===== config.mk =====
export PLATFORM = sky130hd
export DESIGN_NAME = ac_period_median_lowpass_monitor_flat
export DESIGN_NICKNAME = d
export VERILOG_FILES = /design/src/sv/acpm_pkg.sv /design/src/sv/acpm_ifs.sv /design/src/sv/acpm_ctrl.sv /design/src/sv/acpm_dpath.sv /design/src/sv/ac_period_median_lowpass_monitor.sv /design/src/flat_wrapper.sv
export VERILOG_INCLUDE_DIRS = /design/src /design/src/sv
export SDC_FILE = /design/constraint.sdc
export NUM_CORES = 2
export LEC_CHECK = 0
export BUFFER_PORTS_ARGS = -buffer_cell sky130_fd_sc_hd__buf_2
export CAP_MARGIN = 0
export CORE_ASPECT_RATIO = 2
export CORE_UTILIZATION = 57
export CTS_BUF_LIST = sky130_fd_sc_hd__clkbuf_4 sky130_fd_sc_hd__clkbuf_8
export DETAILED_ROUTE_END_ITERATION = 8
export GPL_ROUTABILITY_DRIVEN = 0
export PLACE_DENSITY_LB_ADDON = 0.2
export SYNTH_ARGS = -nofsm -noshare
export SYNTH_HDL_FRONTEND = slang
export SYNTH_SLANG_ARGS = --single-unit
export TNS_END_PERCENT = 1

===== constraint.sdc =====
create_clock -name clock -period 9.8 [get_ports clock]
set_input_delay 1.96 -clock clock [delete_from_list [all_inputs] [get_ports clock]]
set_output_delay 1.96 -clock clock [all_outputs]
set_load 0.01 [all_outputs]

===== src/sv/ac_period_median_lowpass_monitor_macros.svh =====
// Assertion macros shared by the AC period monitor RTL.
// Depends on nothing; included by the controller and the datapath.
`ifndef AC_PERIOD_MEDIAN_LOWPASS_MONITOR_MACROS_SVH
`define AC_PERIOD_MEDIAN_LOWPASS_MONITOR_MACROS_SVH

// same-cycle implication
`define ACPM_ASSERT_IMPL(label, clk, rst, ante, cons) \
   label: assert property (@(posedge clk) disable iff (rst) (ante) |-> (cons)) \
      else $error("acpm assertion failed");

// next-cycle implication
`define ACPM_ASSERT_NEXT(label, clk, rst, ante, cons) \
   label: assert property (@(posedge clk) disable iff (rst) (ante) |=> (cons)) \
      else $error("acpm assertion failed");

`endif


===== src/sv/acpm_pkg.sv =====
// Package of the AC period monitor: widths, register codes, controller states
// and the command/status words between controller and datapath. No dependencies.
`default_nettype none

package acpm_pkg;

   localparam int RAW_W      = 24;
   localparam int OUT_W      = 24;
   localparam int CSR_IDX_W  = 4;
   localparam int CSR_DATA_W = 24;
   localparam int WIN_CFG_W  = 4;
   localparam int BOUND_W    = 24;
   localparam int ALPHA_W    = 17;

   localparam int MAX_WINDOW_DEF  = 15;
   localparam int PERIOD_BITS_DEF = 24;

   localparam int NOMINAL_PERIOD_US = 20000;
   localparam int ALPHA_ONE         = 65536;
   localparam int ALPHA_SHIFT       = 16;
   localparam int FALLBACK_SIZE     = 3;

   localparam logic [WIN_CFG_W-1:0] RESET_WINDOW_SIZE = WIN_CFG_W'(3);
   localparam logic [BOUND_W-1:0]   RESET_MIN_PERIOD  = BOUND_W'(15000);
   localparam logic [BOUND_W-1:0]   RESET_MAX_PERIOD  = BOUND_W'(25000);
   localparam logic [ALPHA_W-1:0]   RESET_ALPHA       = ALPHA_W'(6554);

   localparam logic [CSR_IDX_W-1:0] CSR_WINDOW_SIZE     = CSR_IDX_W'(0);
   localparam logic [CSR_IDX_W-1:0] CSR_MIN_PERIOD_US   = CSR_IDX_W'(1);
   localparam logic [CSR_IDX_W-1:0] CSR_MAX_PERIOD_US   = CSR_IDX_W'(2);
   localparam logic [CSR_IDX_W-1:0] CSR_SMOOTHING_ALPHA = CSR_IDX_W'(3);

   typedef enum logic [3:0] {
      ST_IDLE,
      ST_ROUTE,
      ST_CAND,
      ST_LOAD,
      ST_SCAN,
      ST_JUDGE,
      ST_MUL_A,
      ST_MUL_B,
      ST_SUM,
      ST_EMIT
   } state_type;

   typedef struct packed {
      logic accept;
      logic cand_rd;
      logic cand_ld;
      logic scan;
      logic judge;
      logic mul_a;
      logic mul_b;
      logic sum;
      logic load_out;
   } cmd_type;

   typedef struct packed {
      logic in_range;
      logic filled;
      logic scan_last;
      logic median_hit;
   } status_type;

endpackage

`default_nettype wire


===== src/sv/acpm_ifs.sv =====
// Valid/ready channel interfaces of the AC period monitor: input, result, register write.
// Depends on acpm_pkg for the field widths.
`default_nettype none

interface acpm_req_if;
   import acpm_pkg::*;
   logic             valid;
   logic             ready;
   logic [RAW_W-1:0] raw_period_us;
   modport source (output valid, output raw_period_us, input ready);
   modport sink   (input valid, input raw_period_us, output ready);
endinterface

interface acpm_rsp_if;
   import acpm_pkg::*;
   logic             valid;
   logic             ready;
   logic [OUT_W-1:0] filtered_period_us;
   logic             out_of_range;
   modport source (output valid, output filtered_period_us, output out_of_range, input ready);
   modport sink   (input valid, input filtered_period_us, input out_of_range, output ready);
endinterface

interface acpm_csr_if;
   import acpm_pkg::*;
   logic                  valid;
   logic                  ready;
   logic [CSR_IDX_W-1:0]  index;
   logic [CSR_DATA_W-1:0] data;
   modport source (output valid, output index, output data, input ready);
   modport sink   (input valid, input index, input data, output ready);
endinterface

`default_nettype wire


===== src/sv/acpm_ctrl.sv =====
// Controller of the AC period monitor: sequences range check, median search,
// smoothing and result hand-off. Depends on acpm_pkg and the assertion macros.
`default_nettype none
`include "ac_period_median_lowpass_monitor_macros.svh"

module acpm_ctrl (
   input  wire                     clock,
   input  wire                     reset,
   input  wire                     req_valid,
   output logic                    req_ready,
   output logic                    rsp_valid,
   input  wire                     rsp_ready,
   input  acpm_pkg::status_type    status,
   output acpm_pkg::cmd_type       cmd
);
   import acpm_pkg::*;

   state_type state_ff, state_in;
   logic      rsp_valid_ff, rsp_valid_in;
   logic      slot_free;

   assign slot_free = !rsp_valid_ff || rsp_ready;

   always_comb begin
      state_in = state_ff;
      unique case (state_ff)
         ST_IDLE:  if (req_valid) state_in = ST_ROUTE;
         ST_ROUTE: begin
            if (!status.in_range) state_in = ST_EMIT;
            else if (status.filled) state_in = ST_CAND;
            else state_in = ST_MUL_A;
         end
         ST_CAND:  state_in = ST_LOAD;
         ST_LOAD:  state_in = ST_SCAN;
         ST_SCAN:  if (status.scan_last) state_in = ST_JUDGE;
         ST_JUDGE: state_in = status.median_hit ? ST_MUL_A : ST_CAND;
         ST_MUL_A: state_in = ST_MUL_B;
         ST_MUL_B: state_in = ST_SUM;
         ST_SUM:   state_in = ST_EMIT;
         ST_EMIT:  if (slot_free) state_in = ST_IDLE;
         default:  state_in = ST_IDLE;
      endcase
   end

   always_comb begin
      cmd       = '0;
      req_ready = 1'b0;
      unique case (state_ff)
         ST_IDLE: begin
            req_ready  = 1'b1;
            cmd.accept = req_valid;
         end
         ST_CAND:  cmd.cand_rd  = 1'b1;
         ST_LOAD:  cmd.cand_ld  = 1'b1;
         ST_SCAN:  cmd.scan     = 1'b1;
         ST_JUDGE: cmd.judge    = 1'b1;
         ST_MUL_A: cmd.mul_a    = 1'b1;
         ST_MUL_B: cmd.mul_b    = 1'b1;
         ST_SUM:   cmd.sum      = 1'b1;
         ST_EMIT:  cmd.load_out = slot_free;
         default:  cmd          = '0;
      endcase
   end

   always_comb begin
      rsp_valid_in = rsp_valid_ff;
      if (cmd.load_out) rsp_valid_in = 1'b1;
      else if (rsp_ready) rsp_valid_in = 1'b0;
   end

   always_ff @(posedge clock) begin
      if (reset) begin
         state_ff     <= ST_IDLE;
         rsp_valid_ff <= 1'b0;
      end else begin
         state_ff     <= state_in;
         rsp_valid_ff <= rsp_valid_in;
      end
   end

   assign rsp_valid = rsp_valid_ff;

   `ACPM_ASSERT_NEXT(a_one_item, clock, reset, req_valid && req_ready, !req_ready)
   `ACPM_ASSERT_NEXT(a_word_shown, clock, reset, cmd.load_out, rsp_valid_ff)

endmodule

`default_nettype wire


===== src/sv/acpm_dpath.sv =====
// Datapath of the AC period monitor: registers, ring window memory, median
// counters and the shared smoothing multiplier. Depends on acpm_pkg and the macros.
`default_nettype none
`include "ac_period_median_lowpass_monitor_macros.svh"

module acpm_dpath #(
   parameter int MAX_WINDOW  = acpm_pkg::MAX_WINDOW_DEF,
   parameter int PERIOD_BITS = acpm_pkg::PERIOD_BITS_DEF
) (
   input  wire                             clock,
   input  wire                             reset,
   input  acpm_pkg::cmd_type               cmd,
   output acpm_pkg::status_type            status,
   input  wire [acpm_pkg::RAW_W-1:0]       raw_period_us,
   input  wire                             csr_wr,
   input  wire [acpm_pkg::CSR_IDX_W-1:0]   csr_index,
   input  wire [acpm_pkg::CSR_DATA_W-1:0]  csr_data,
   output logic [acpm_pkg::OUT_W-1:0]      filtered_period_us,
   output logic                            out_of_range
);
   import acpm_pkg::*;

   localparam int IDX_W   = (MAX_WINDOW > 1) ? $clog2(MAX_WINDOW) : 1;
   localparam int CNT_W   = $clog2(MAX_WINDOW + 1);
   localparam int EFF_MAX = (MAX_WINDOW % 2 == 0) ? MAX_WINDOW - 1 : MAX_WINDOW;
   localparam int PROD_W  = ALPHA_W + PERIOD_BITS;

   logic [WIN_CFG_W-1:0]   win_size_ff, win_size_in;
   logic [BOUND_W-1:0]     min_ff, min_in, max_ff, max_in;
   logic [ALPHA_W-1:0]     alpha_ff, alpha_in;

   logic [IDX_W-1:0]       slot_ff, slot_in;
   logic                   filled_ff, filled_in;
   logic                   fault_ff, fault_in;
   logic                   in_range_ff, in_range_in;
   logic [PERIOD_BITS-1:0] smoothed_ff, smoothed_in;
   logic [PERIOD_BITS-1:0] v_ff, v_in;
   logic [PERIOD_BITS-1:0] cand_ff, cand_in;
   logic [CNT_W-1:0]       cand_idx_ff, cand_idx_in;
   logic [CNT_W-1:0]       scan_idx_ff, scan_idx_in;
   logic [CNT_W-1:0]       lt_ff, lt_in, le_ff, le_in;
   logic [PROD_W-1:0]      prod_a_ff, prod_a_in, prod_b_ff, prod_b_in;
   logic [OUT_W-1:0]       filtered_ff, filtered_in;
   logic                   oor_ff, oor_in;

   logic [PERIOD_BITS-1:0] window_mem [MAX_WINDOW];
   logic [PERIOD_BITS-1:0] rd_data_ff;
   logic [IDX_W-1:0]       rd_addr;

   logic                   in_range;
   logic [PERIOD_BITS-1:0] raw_masked;
   logic [WIN_CFG_W-1:0]   n_odd;
   logic [CNT_W-1:0]       n_eff, half;
   logic [CNT_W-1:0]       slot_next;
   logic [ALPHA_W-1:0]     alpha_sat, beta;
   logic [ALPHA_W-1:0]     mul_x;
   logic [PERIOD_BITS-1:0] mul_y;
   logic [PROD_W-1:0]      mul_p;
   logic [PROD_W:0]        sum;
   logic                   median_hit;
   logic                   win_write;

   assign in_range   = (raw_period_us > min_ff) && (raw_period_us < max_ff);
   assign raw_masked = PERIOD_BITS'(raw_period_us);

   always_comb begin
      n_odd = win_size_ff[0] ? win_size_ff : WIN_CFG_W'(FALLBACK_SIZE);
      if (int'(n_odd) > EFF_MAX) n_eff = CNT_W'(EFF_MAX);
      else n_eff = CNT_W'(n_odd);
   end

   assign half       = n_eff >> 1;
   assign slot_next  = CNT_W'(slot_ff) + 1'b1;
   assign alpha_sat  = (alpha_ff > ALPHA_W'(ALPHA_ONE)) ? ALPHA_W'(ALPHA_ONE) : alpha_ff;
   assign beta       = ALPHA_W'(ALPHA_ONE) - alpha_sat;
   assign median_hit = (lt_ff <= half) && (le_ff > half);
   assign win_write  = csr_wr && (csr_index == CSR_WINDOW_SIZE);

   always_comb begin
      mul_x = cmd.mul_b ? beta : alpha_sat;
      mul_y = cmd.mul_b ? smoothed_ff : v_ff;
      mul_p = PROD_W'(mul_x) * PROD_W'(mul_y);
      sum   = {1'b0, prod_a_ff} + {1'b0, prod_b_ff};
   end

   always_comb begin
      win_size_in = win_size_ff;
      min_in      = min_ff;
      max_in      = max_ff;
      alpha_in    = alpha_ff;
      if (csr_wr) begin
         unique case (csr_index)
            CSR_WINDOW_SIZE:     win_size_in = csr_data[WIN_CFG_W-1:0];
            CSR_MIN_PERIOD_US:   min_in      = csr_data[BOUND_W-1:0];
            CSR_MAX_PERIOD_US:   max_in      = csr_data[BOUND_W-1:0];
            CSR_SMOOTHING_ALPHA: alpha_in    = csr_data[ALPHA_W-1:0];
            default:             win_size_in = win_size_ff;
         endcase
      end
   end

   always_comb begin
      slot_in     = slot_ff;
      filled_in   = filled_ff;
      fault_in    = fault_ff;
      in_range_in = in_range_ff;
      smoothed_in = smoothed_ff;
      v_in        = v_ff;
      cand_in     = cand_ff;
      cand_idx_in = cand_idx_ff;
      scan_idx_in = scan_idx_ff;
      lt_in       = lt_ff;
      le_in       = le_ff;
      prod_a_in   = prod_a_ff;
      prod_b_in   = prod_b_ff;
      filtered_in = filtered_ff;
      oor_in      = oor_ff;
      rd_addr     = cand_idx_ff[IDX_W-1:0];
      priority if (win_write) begin
         slot_in     = '0;
         filled_in   = 1'b0;
         fault_in    = 1'b0;
         smoothed_in = PERIOD_BITS'(NOMINAL_PERIOD_US);
      end else if (cmd.accept) begin
         in_range_in = in_range;
         cand_idx_in = '0;
         v_in        = raw_masked;
         if (in_range) begin
            fault_in = 1'b0;
            if (slot_next >= n_eff) begin
               slot_in   = '0;
               filled_in = 1'b1;
            end else begin
               slot_in = slot_next[IDX_W-1:0];
            end
         end else begin
            fault_in = 1'b1;
         end
      end else if (cmd.cand_ld) begin
         cand_in     = rd_data_ff;
         rd_addr     = '0;
         scan_idx_in = CNT_W'(1);
         lt_in       = '0;
         le_in       = '0;
      end else if (cmd.scan) begin
         lt_in = lt_ff + CNT_W'(rd_data_ff < cand_ff);
         le_in = le_ff + CNT_W'(rd_data_ff <= cand_ff);
         if (scan_idx_ff != n_eff) begin
            rd_addr     = scan_idx_ff[IDX_W-1:0];
            scan_idx_in = scan_idx_ff + 1'b1;
         end
      end else if (cmd.judge) begin
         if (median_hit) v_in = cand_ff;
         else cand_idx_in = cand_idx_ff + 1'b1;
      end else if (cmd.mul_a) begin
         prod_a_in = mul_p;
      end else if (cmd.mul_b) begin
         prod_b_in = mul_p;
      end else if (cmd.sum) begin
         smoothed_in = sum[PERIOD_BITS+ALPHA_SHIFT-1:ALPHA_SHIFT];
      end else if (cmd.load_out) begin
         filtered_in = OUT_W'(smoothed_ff);
         oor_in      = fault_ff;
      end else begin
         rd_addr = cand_idx_ff[IDX_W-1:0];
      end
   end

   always_ff @(posedge clock) begin
      if (reset) begin
         win_size_ff <= RESET_WINDOW_SIZE;
         min_ff      <= RESET_MIN_PERIOD;
         max_ff      <= RESET_MAX_PERIOD;
         alpha_ff    <= RESET_ALPHA;
         slot_ff     <= '0;
         filled_ff   <= 1'b0;
         fault_ff    <= 1'b0;
         smoothed_ff <= PERIOD_BITS'(NOMINAL_PERIOD_US);
      end else begin
         win_size_ff <= win_size_in;
         min_ff      <= min_in;
         max_ff      <= max_in;
         alpha_ff    <= alpha_in;
         slot_ff     <= slot_in;
         filled_ff   <= filled_in;
         fault_ff    <= fault_in;
         smoothed_ff <= smoothed_in;
      end
   end

   always_ff @(posedge clock) begin
      in_range_ff <= in_range_in;
      v_ff        <= v_in;
      cand_ff     <= cand_in;
      cand_idx_ff <= cand_idx_in;
      scan_idx_ff <= scan_idx_in;
      lt_ff       <= lt_in;
      le_ff       <= le_in;
      prod_a_ff   <= prod_a_in;
      prod_b_ff   <= prod_b_in;
      filtered_ff <= filtered_in;
      oor_ff      <= oor_in;
   end

   always_ff @(posedge clock) begin
      if (cmd.accept && in_range) window_mem[slot_ff] <= raw_masked;
      rd_data_ff <= window_mem[rd_addr];
   end

   always_comb begin
      status.in_range   = in_range_ff;
      status.filled     = filled_ff;
      status.scan_last  = (scan_idx_ff == n_eff);
      status.median_hit = median_hit;
   end

   assign filtered_period_us = filtered_ff;
   assign out_of_range       = oor_ff;

   `ACPM_ASSERT_IMPL(a_slot_in_window, clock, reset, 1'b1, CNT_W'(slot_ff) < n_eff)
   `ACPM_ASSERT_IMPL(a_median_found, clock, reset, cmd.judge && !median_hit,
      (cand_idx_ff + 1'b1) < n_eff)

endmodule

`default_nettype wire


===== src/sv/ac_period_median_lowpass_monitor.sv =====
// AC period monitor: sliding median over a ring window (the raw period while it
// fills) followed by an exponential moving average of the measured period.
// Channels (all valid/ready, a word moves when both are high):
//   req_ch  one measured period per word (raw_period_us).
//   rsp_ch  one result word per input word: smoothed period and range fault.
//   csr_ch  register writes, index 0 window size, 1 min period, 2 max period,
//           3 alpha, always ready. Write only while the block is idle; it is not enforced.
// One word is processed at a time by a controller and a datapath. A word out of
// range goes from the range check straight to the result; while the window fills
// the raw period is smoothed; with a full window of n entries the median search
// visits k <= n candidates, each scanned over the single window memory read port.
// The next word is taken in the cycle after the previous result is loaded into
// the output register, so a word is taken only once the last one is through.
// A result waits in the output register while the receiver stalls; the next
// input word is still taken, and its result is held back until that slot frees.
// Synchronous reset restores register defaults, smoothed period 20000 us and
// an empty window; a window size write does the same to the filter state.
// Depends on acpm_pkg, acpm_ifs, acpm_ctrl and acpm_dpath.
`default_nettype none

module ac_period_median_lowpass_monitor #(
   parameter int MAX_WINDOW  = acpm_pkg::MAX_WINDOW_DEF,
   parameter int PERIOD_BITS = acpm_pkg::PERIOD_BITS_DEF
) (
   input wire           clock,
   input wire           reset,
   acpm_req_if.sink     req_ch,
   acpm_rsp_if.source   rsp_ch,
   acpm_csr_if.sink     csr_ch
);
   import acpm_pkg::*;

   cmd_type    cmd;
   status_type status;

   assign csr_ch.ready = 1'b1;

   acpm_ctrl u_ctrl (
      .clock     (clock),
      .reset     (reset),
      .req_valid (req_ch.valid),
      .req_ready (req_ch.ready),
      .rsp_valid (rsp_ch.valid),
      .rsp_ready (rsp_ch.ready),
      .status    (status),
      .cmd       (cmd)
   );

   acpm_dpath #(
      .MAX_WINDOW  (MAX_WINDOW),
      .PERIOD_BITS (PERIOD_BITS)
   ) u_dpath (
      .clock              (clock),
      .reset              (reset),
      .cmd                (cmd),
      .status             (status),
      .raw_period_us      (req_ch.raw_period_us),
      .csr_wr             (csr_ch.valid),
      .csr_index          (csr_ch.index),
      .csr_data           (csr_ch.data),
      .filtered_period_us (rsp_ch.filtered_period_us),
      .out_of_range       (rsp_ch.out_of_range)
   );

endmodule

`default_nettype wire


===== src/flat_wrapper.sv =====
// flat-port wrapper written by rule: the top's interface ports become plain ports
module ac_period_median_lowpass_monitor_flat import acpm_pkg::*;
#(
   parameter int MAX_WINDOW  = acpm_pkg::MAX_WINDOW_DEF,
   parameter int PERIOD_BITS = acpm_pkg::PERIOD_BITS_DEF
)
  (clock, reset, req_ch_valid, req_ch_raw_period_us, req_ch_ready, rsp_ch_valid, rsp_ch_filtered_period_us, rsp_ch_out_of_range, rsp_ch_ready, csr_ch_valid, csr_ch_index, csr_ch_data, csr_ch_ready);
  acpm_req_if req_ch_i ();
  acpm_rsp_if rsp_ch_i ();
  acpm_csr_if csr_ch_i ();
  input wire clock;
  input wire reset;
  input wire logic [$bits(req_ch_i.valid)-1:0] req_ch_valid;
  input wire logic [$bits(req_ch_i.raw_period_us)-1:0] req_ch_raw_period_us;
  output wire logic [$bits(req_ch_i.ready)-1:0] req_ch_ready;
  output wire logic [$bits(rsp_ch_i.valid)-1:0] rsp_ch_valid;
  output wire logic [$bits(rsp_ch_i.filtered_period_us)-1:0] rsp_ch_filtered_period_us;
  output wire logic [$bits(rsp_ch_i.out_of_range)-1:0] rsp_ch_out_of_range;
  input wire logic [$bits(rsp_ch_i.ready)-1:0] rsp_ch_ready;
  input wire logic [$bits(csr_ch_i.valid)-1:0] csr_ch_valid;
  input wire logic [$bits(csr_ch_i.index)-1:0] csr_ch_index;
  input wire logic [$bits(csr_ch_i.data)-1:0] csr_ch_data;
  output wire logic [$bits(csr_ch_i.ready)-1:0] csr_ch_ready;
  assign req_ch_i.valid = req_ch_valid;
  assign req_ch_i.raw_period_us = req_ch_raw_period_us;
  assign req_ch_ready = req_ch_i.ready;
  assign rsp_ch_valid = rsp_ch_i.valid;
  assign rsp_ch_filtered_period_us = rsp_ch_i.filtered_period_us;
  assign rsp_ch_out_of_range = rsp_ch_i.out_of_range;
  assign rsp_ch_i.ready = rsp_ch_ready;
  assign csr_ch_i.valid = csr_ch_valid;
  assign csr_ch_i.index = csr_ch_index;
  assign csr_ch_i.data = csr_ch_data;
  assign csr_ch_ready = csr_ch_i.ready;
  ac_period_median_lowpass_monitor #(.MAX_WINDOW(MAX_WINDOW), .PERIOD_BITS(PERIOD_BITS)) u_core (.clock(clock), .reset(reset), .req_ch(req_ch_i), .rsp_ch(rsp_ch_i), .csr_ch(csr_ch_i));
endmodule

* After elaboration in Yosys (flattened, before gate mapping)
Memories as Yosys holds them, arrays and structs flattened. A register that Yosys moved wholly into a read port is not among the register bits.
Cells that the tools add are included.
** Word-level totals
- Flip-flop bits (word level) :: 274
- RAM bits :: 360
- Bits of input ports :: 57
- Output and inout bits :: 28
- Logic and storage cells :: 141
- Memories :: 1
** Operators by class
- Add/sub/neg operators :: 7
- Multiply operators :: 1
- Magnitude comparators :: 8
- Equality and inequality tests :: 20
- Mux-type cells :: 44
- Bitwise operators :: 8
- Reductions and logical operators :: 31
** Memory list
- u_core.u_dpath.window_mem :: words 15, width 24, rd ports 1, clocked after Yosys merged registers in 1, wr ports 1, RTL line acpm_dpath.sv:46 : logic [PERIOD_BITS-1:0] window_mem [MAX_WINDOW];
** Operators by type and width (count)
- $mux W24 :: 6
- $mux W4 :: 19
- $lt A24 B24 Y1 :: 2
- $add A40 B40 Y40 :: 1
- $mul A17 B24 Y40 :: 1
- $pmux W4 S10 :: 1
- $mux W17 :: 2
- $gt A24 B24 Y1 :: 1
- $le A24 B24 Y1 :: 1
- $gt A17 B17 Y1 const B :: 1
- $sub A17 B17 Y17 const A :: 1
- $eq A4 B2 Y1 const B :: 4
- $eq A4 B3 Y1 const B :: 4
- $mux W1 :: 14
- $reduce_and A7 Y1 :: 2
- $add A4 B1 Y4 const B :: 3
- $reduce_and A2 Y1 :: 6
- $reduce_and A3 Y1 :: 4
- $ne A2 B2 Y1 const B :: 5
- $reduce_and A5 Y1 :: 2
- $reduce_bool A2 Y1 :: 5
- $reduce_and A9 Y1 :: 1
- $add A4 B1 Y4 :: 2
- $eq A4 B1 Y1 const B :: 2
- 16 further kinds :: 29

* Logic depth before layout (Yosys ltp)
- Depth after elaboration :: 8
- Mapped depth :: 36
- Gate-level depth less buffers :: 34

* Modules after synthesis
From an unflattened synthesis, not the netlist that was laid out.
** Second synthesis, totals
- Cells, all modules :: 3986
- Area total of the unflattened synthesis :: 41885.2 um^2
** Modules (own cells, without submodules)
- acpm_dpath :: instances 1, cells each 3931, area an instance 41491.0 um^2, seq. area each 18377.6 um^2
- acpm_ctrl :: instances 1, cells each 53, area an instance 382.9 um^2, seq. area each 100.1 um^2
- ac_period_median_lowpass_monitor :: instances 1, cells each 2, area an instance 11.3 um^2, seq. area each 0.0 um^2

* Worst setup path before layout
Ideal clock, no wire load.
- Path kind :: register to register
- Start :: register u_core.u_dpath.alpha_ff[5]
- End :: register u_core.u_dpath.prod_a_ff[39], data pin
- Setup time :: 282 ps
- Data arrival time :: 8342 ps
- Data required time :: 9518 ps
- Setup slack :: 1176 ps
- Cell stages (with the launch flop) :: 34
- Buffers on the path :: 2
- Clock period less this slack :: 8624 ps
- Path through :: dfxtp_1 -> or3_1 -> or4_4 -> nor3_4 -> a21boi_2 -> nor2b_1 -> inv_1 -> ha_1 -> nor2_1 -> nor3_1 -> a311oi_2 -> buf_4 -> nand2_1 -> fa_1 -> inv_1 -> fa_1 -> inv_1 -> fa_1 -> inv_1 -> fa_1 -> fa_1 -> inv_1 -> fa_1 -> inv_1 -> ha_1 -> clkbuf_1 -> and4_1 -> a31oi_1 -> o311ai_1 -> a21oi_1 -> a211oi_1 -> o41ai_1 -> nand2_1 -> o211ai_1
** Between the ends
- Cells in the longest elaborated chain, start to end :: 5
** Ends and longest elaborated chain
- start: declaration :: RTL line acpm_dpath.sv:30 : logic [ALPHA_W-1:0] alpha_ff, alpha_in;
- start signal: assignment :: RTL line acpm_dpath.sv:183 : alpha_ff <= alpha_in;
- $gt A17 B17 Y1 :: RTL line acpm_dpath.sv:74 : assign alpha_sat = (alpha_ff > ALPHA_W'(ALPHA_ONE)) ? ALPHA_W'(ALPHA_ONE) : alpha_ff;
- $mux W17 * :: RTL line acpm_dpath.sv:74
- $sub A17 B17 Y17 :: RTL line acpm_dpath.sv:75 : assign beta = ALPHA_W'(ALPHA_ONE) - alpha_sat;
- $mux W17 * :: RTL line acpm_dpath.sv:80 : mul_x = cmd.mul_b ? beta : alpha_sat;
- $mul A17 B24 Y40 * :: RTL line acpm_dpath.sv:82 : mul_p = PROD_W'(mul_x) * PROD_W'(mul_y);
- net u_core.u_dpath.mul_p[39] :: RTL line acpm_dpath.sv:58 : logic [PROD_W-1:0] mul_p;
- end signal: assignment :: RTL line acpm_dpath.sv:199 : prod_a_ff <= prod_a_in;
- end: declaration :: RTL line acpm_dpath.sv:42 : logic [PROD_W-1:0] prod_a_ff, prod_a_in, prod_b_ff, prod_b_in;
The timed path passes the listed nets; every way through them passes the cells marked *.
A chain may end at the register's enable or synchronous reset.

* Worst setup path after layout
- Start :: register u_core.u_dpath.alpha_ff[2]
- End :: register u_core.u_dpath.prod_b_ff[28], data pin
** Between the ends
- Cells in the longest elaborated chain, start to end :: 5
** Ends and longest elaborated chain
- $gt A17 B17 Y1 :: RTL line acpm_dpath.sv:74
- $mux W17 * :: RTL line acpm_dpath.sv:74
- $sub A17 B17 Y17 :: RTL line acpm_dpath.sv:75
- $mux W17 * :: RTL line acpm_dpath.sv:80
- $mul A17 B24 Y40 * :: RTL line acpm_dpath.sv:82
- net u_core.u_dpath.mul_p[28] :: RTL line acpm_dpath.sv:58
- end signal: assignment :: RTL line acpm_dpath.sv:200 : prod_b_ff <= prod_b_in;
- end: declaration :: RTL line acpm_dpath.sv:42
Marked as above.

==> results.toml <==
[logic_synthesis]
synth_fa_ha_area_frac = 0.229
synth_cell_types = 88
synthMuxAreaShare = 0.0183
synth_top_area_cell = "edfxtp_1"
synth_xor_area_frac = 0.0149
ys_dominant_reg_cell = "edfxtp_1"
syn-num-nets = 4632
ys_seq_area_frac = 0.443
syn_area_um2 = 41700
synth_compound_area_frac = 0.0897
synth-simple-area-share = 0.138
synth_edf_count = 530
synth_area_leaders = "edfxtp_1, fa_1, nand2_1"
syn_area_per_cell_um2 = 10.4
synth.most_common_cell = "nand2_1"
synth_top_family_by_area = "adder cells"
yosys_warnings = 0
syn_inst = 4008
yosysTopAreaCellShare = 0.382
ys_ff_latch = 658
async_reset_ff_frac = 0
ys_top_cells_by_count = "nand2_1, edfxtp_1, inv_1, fa_1, ha_1"

[setup_path]
cp_data_required_time_ps = 10290
cp_max_fo = 24
cpMaxStageDelayCell = "fa_1"
worst-setup-path-type = "reg2reg"
crit_arrival_ps = 9900
regToRegStartpoint = "u_core.u_dpath.alpha_ff[2]$_SDFFE_PP0P_"
critPathLaunchType = "register"
critPathMaxStageDelay_ps = 560
startpoint = "u_core.u_dpath.alpha_ff[2]$_SDFFE_PP0P_"
endpoint_kind = "register"

[global_route]
grt_usage = 0.327
grt_pass1_vias = 30500
grt_overflow = 0
grt_pass1_wl_um = 177000
grt_max_degree = 190
antenna_found_initial = 4

[timing]
drv_slew = 0
tns_ps = 0
period_share = 0.961
grt_setup_unrepaired = "false"
skew_ps = 69.4
maxSlewHeadroom = 0.251
layout_min_cycle_time_ps = 9410
fmax_mhz = 106
worst_pin_slew_ps = 1120
hold_viol_final = 0
finalSetupViolations = 0

[hold_path]
worstHoldStart = "u_core.u_dpath.rd_data_ff[8]$_DFF_P_"
hold_class = "reg2reg"

[clock_tree]
cts_buffer_depth = 3
root_buffer = "clkbuf_8"
clk_latency_ps = 800
htreeDepth = 3
cts_sinks = 658
cts_tree = "yes"
numCtsBuffers = 88
clkTransAtPathRegs_ps = 70

[job]
cap_violations = 0

[run_status]
status = "finished, violations left"
failed_checks = "design-rule violations"

[routing]
wl_met2_um = 64000
drt-total-wl_um = 120000
firstDrtPassIters = 9
wl_met3_um = 6990
num_vias = 30200
viasPerCell = 5.93
met1_length_um = 36600
highest_layer = "met5"
drc = 14
drt-initial-drc-count = 1937
wl_per_cell_um = 23.6
ant_nets = 0

[die]
rows = 140
chipWidth_um = 193
die_area_um2 = 74300
pin_count = 85
core-area_um2 = 72700
start_util = 0.574
die-height_um = 385

[cells_and_area]
layout-drive-gt1-share = 0.0941
area_delta_synth_final_pct = 8.51
nets = 4714
nFillCells = 6006

[placement]
dp_hpwl_um = 88200
io_buffers = 83
-- worst paths after layout --
path	end	slack (ps)	depth (start not counted)
max	u_core.u_dpath.prod_b_ff[28]$_DFFE_PP_	390	33
min	u_core.u_dpath.cand_ff[8]$_DFFE_PP_	420	0
max reg2reg	u_core.u_dpath.prod_b_ff[28]$_DFFE_PP_	390	33
min reg2reg	u_core.u_dpath.cand_ff[8]$_DFFE_PP_	420	0
-- placed cells by master (no fill, tap or decap), types with 9 or more instances in the layout --
master,n
o21a_1,22
clkbuf_4,24
nor3_1,49
a221oi_1,19
buf_4,81
fa_1,328
a31oi_1,37
nand2_1,851
clkinv_1,11
and2_1,24
xnor2_1,40
buf_2,83
o21ai_0,138
a21oi_1,141
ha_1,239
nand3_1,86
edfxtp_1,530
a21o_1,47
a211o_1,19
clkbuf_8,100
nor2b_1,19
o31ai_1,11
clkinv_2,17
nand4_1,27
and3_1,25
o21bai_1,9
dfxtp_1,128
nand2b_1,15
o211ai_1,12
a211oi_1,21
nand3b_1,11
or2_2,10
mux2i_1,73
nor2_1,196
o22ai_1,28
inv_1,528
xor2_1,28
-- per-layer routing --
metal | global-route usage | vias up
met5 | 0 | -
met4 | 0.320 | 4
met3 | 0.0576 | 583
met2 | 0.603 | 1226
met1 | 0.296 | 14800
li1 | - | 13500
-- cell type report --
cell class              count  area [um2]  share of cell area
flip-flops and latches    658       18500               0.408
diodes                      2        5.00            0.000111
repair buffers            168        1090              0.0240
multi-input cells        2646       20600               0.454
clock inverters            42         430             0.00951
clock buffers             124        1560              0.0344
inverters                 528        1980              0.0438
well taps                 923        1150              0.0255
-- what timing repair did --
item / in CTS / in global routing
gates resized for setup: 0 / 8
setup endpoints to repair: 0 / 16
setup buffers: 0 / 0
hold endpoints to repair: 0 / 0
hold buffers: 0 / 0
-- worst max-delay path, delay by kind of cell, from the launching register on --
family                   cells  cell delay [ps]
AO/OA/AOI/OAI                9             2320
adder cells (fa/ha/maj)      8             3780
buffers and inverters        8              850
flip-flops                   1              360
AND/OR/NAND/NOR              8             1810
-- logic make-up after synthesis --
group,after synthesis
fa+ha+maj,567
flops,658
mux,75
xor+xnor,70
simple gates,1358
buf+inv,704
other cells,1
compound gates,575
-- sequential cells by signal, indices dropped and copies added, names as in the netlist, 4 cells and up --
name,flops
u_core.u_dpath.smoothed_ff,24
u_core.u_ctrl.state_ff,4
u_core.u_dpath.slot_ff,4
u_core.u_dpath.scan_idx_ff,4
u_core.u_dpath.rd_data_ff,24
u_core.u_dpath.win_size_ff,4
u_core.u_dpath.prod_a_ff,40
u_core.u_dpath.max_ff,24
u_core.u_dpath.v_ff,24
u_core.u_dpath.cand_idx_ff,4
u_core.u_dpath.le_ff,4
u_core.u_dpath.window_mem,360
u_core.u_dpath.alpha_ff,17
u_core.u_dpath.lt_ff,4
u_core.u_dpath.min_ff,24
u_core.u_dpath.prod_b_ff,40
u_core.u_dpath.filtered_period_us,24
u_core.u_dpath.cand_ff,24
-- through the flow --
| stage | setup WS, ps | hold slack, ps | util | instance area, um2 | std cells |
|---|---|---|---|---|---|
| 6_report | 385 | 423 | 0.623 | 45300 | 5091 |
| 5_1_grt | 8.59 | 451 | 0.623 | 45300 | 5090 |
| 4_1_cts | 121 | 430 | 0.622 | 45200 | 5089 |
| 3_5_place_dp | 98.7 | 424 | 0.595 | 43200 | 4923 |
| 3_3_place_gp | 283 | 420 | 0.595 | 43200 | 4923 |
| 2_1_floorplan | 1180 | 403 | - | 41700 | 4008 |
Power is left out: the tool's default activity adds up to more than one toggle a clock period on the data nets, which glitch-free logic cannot reach.
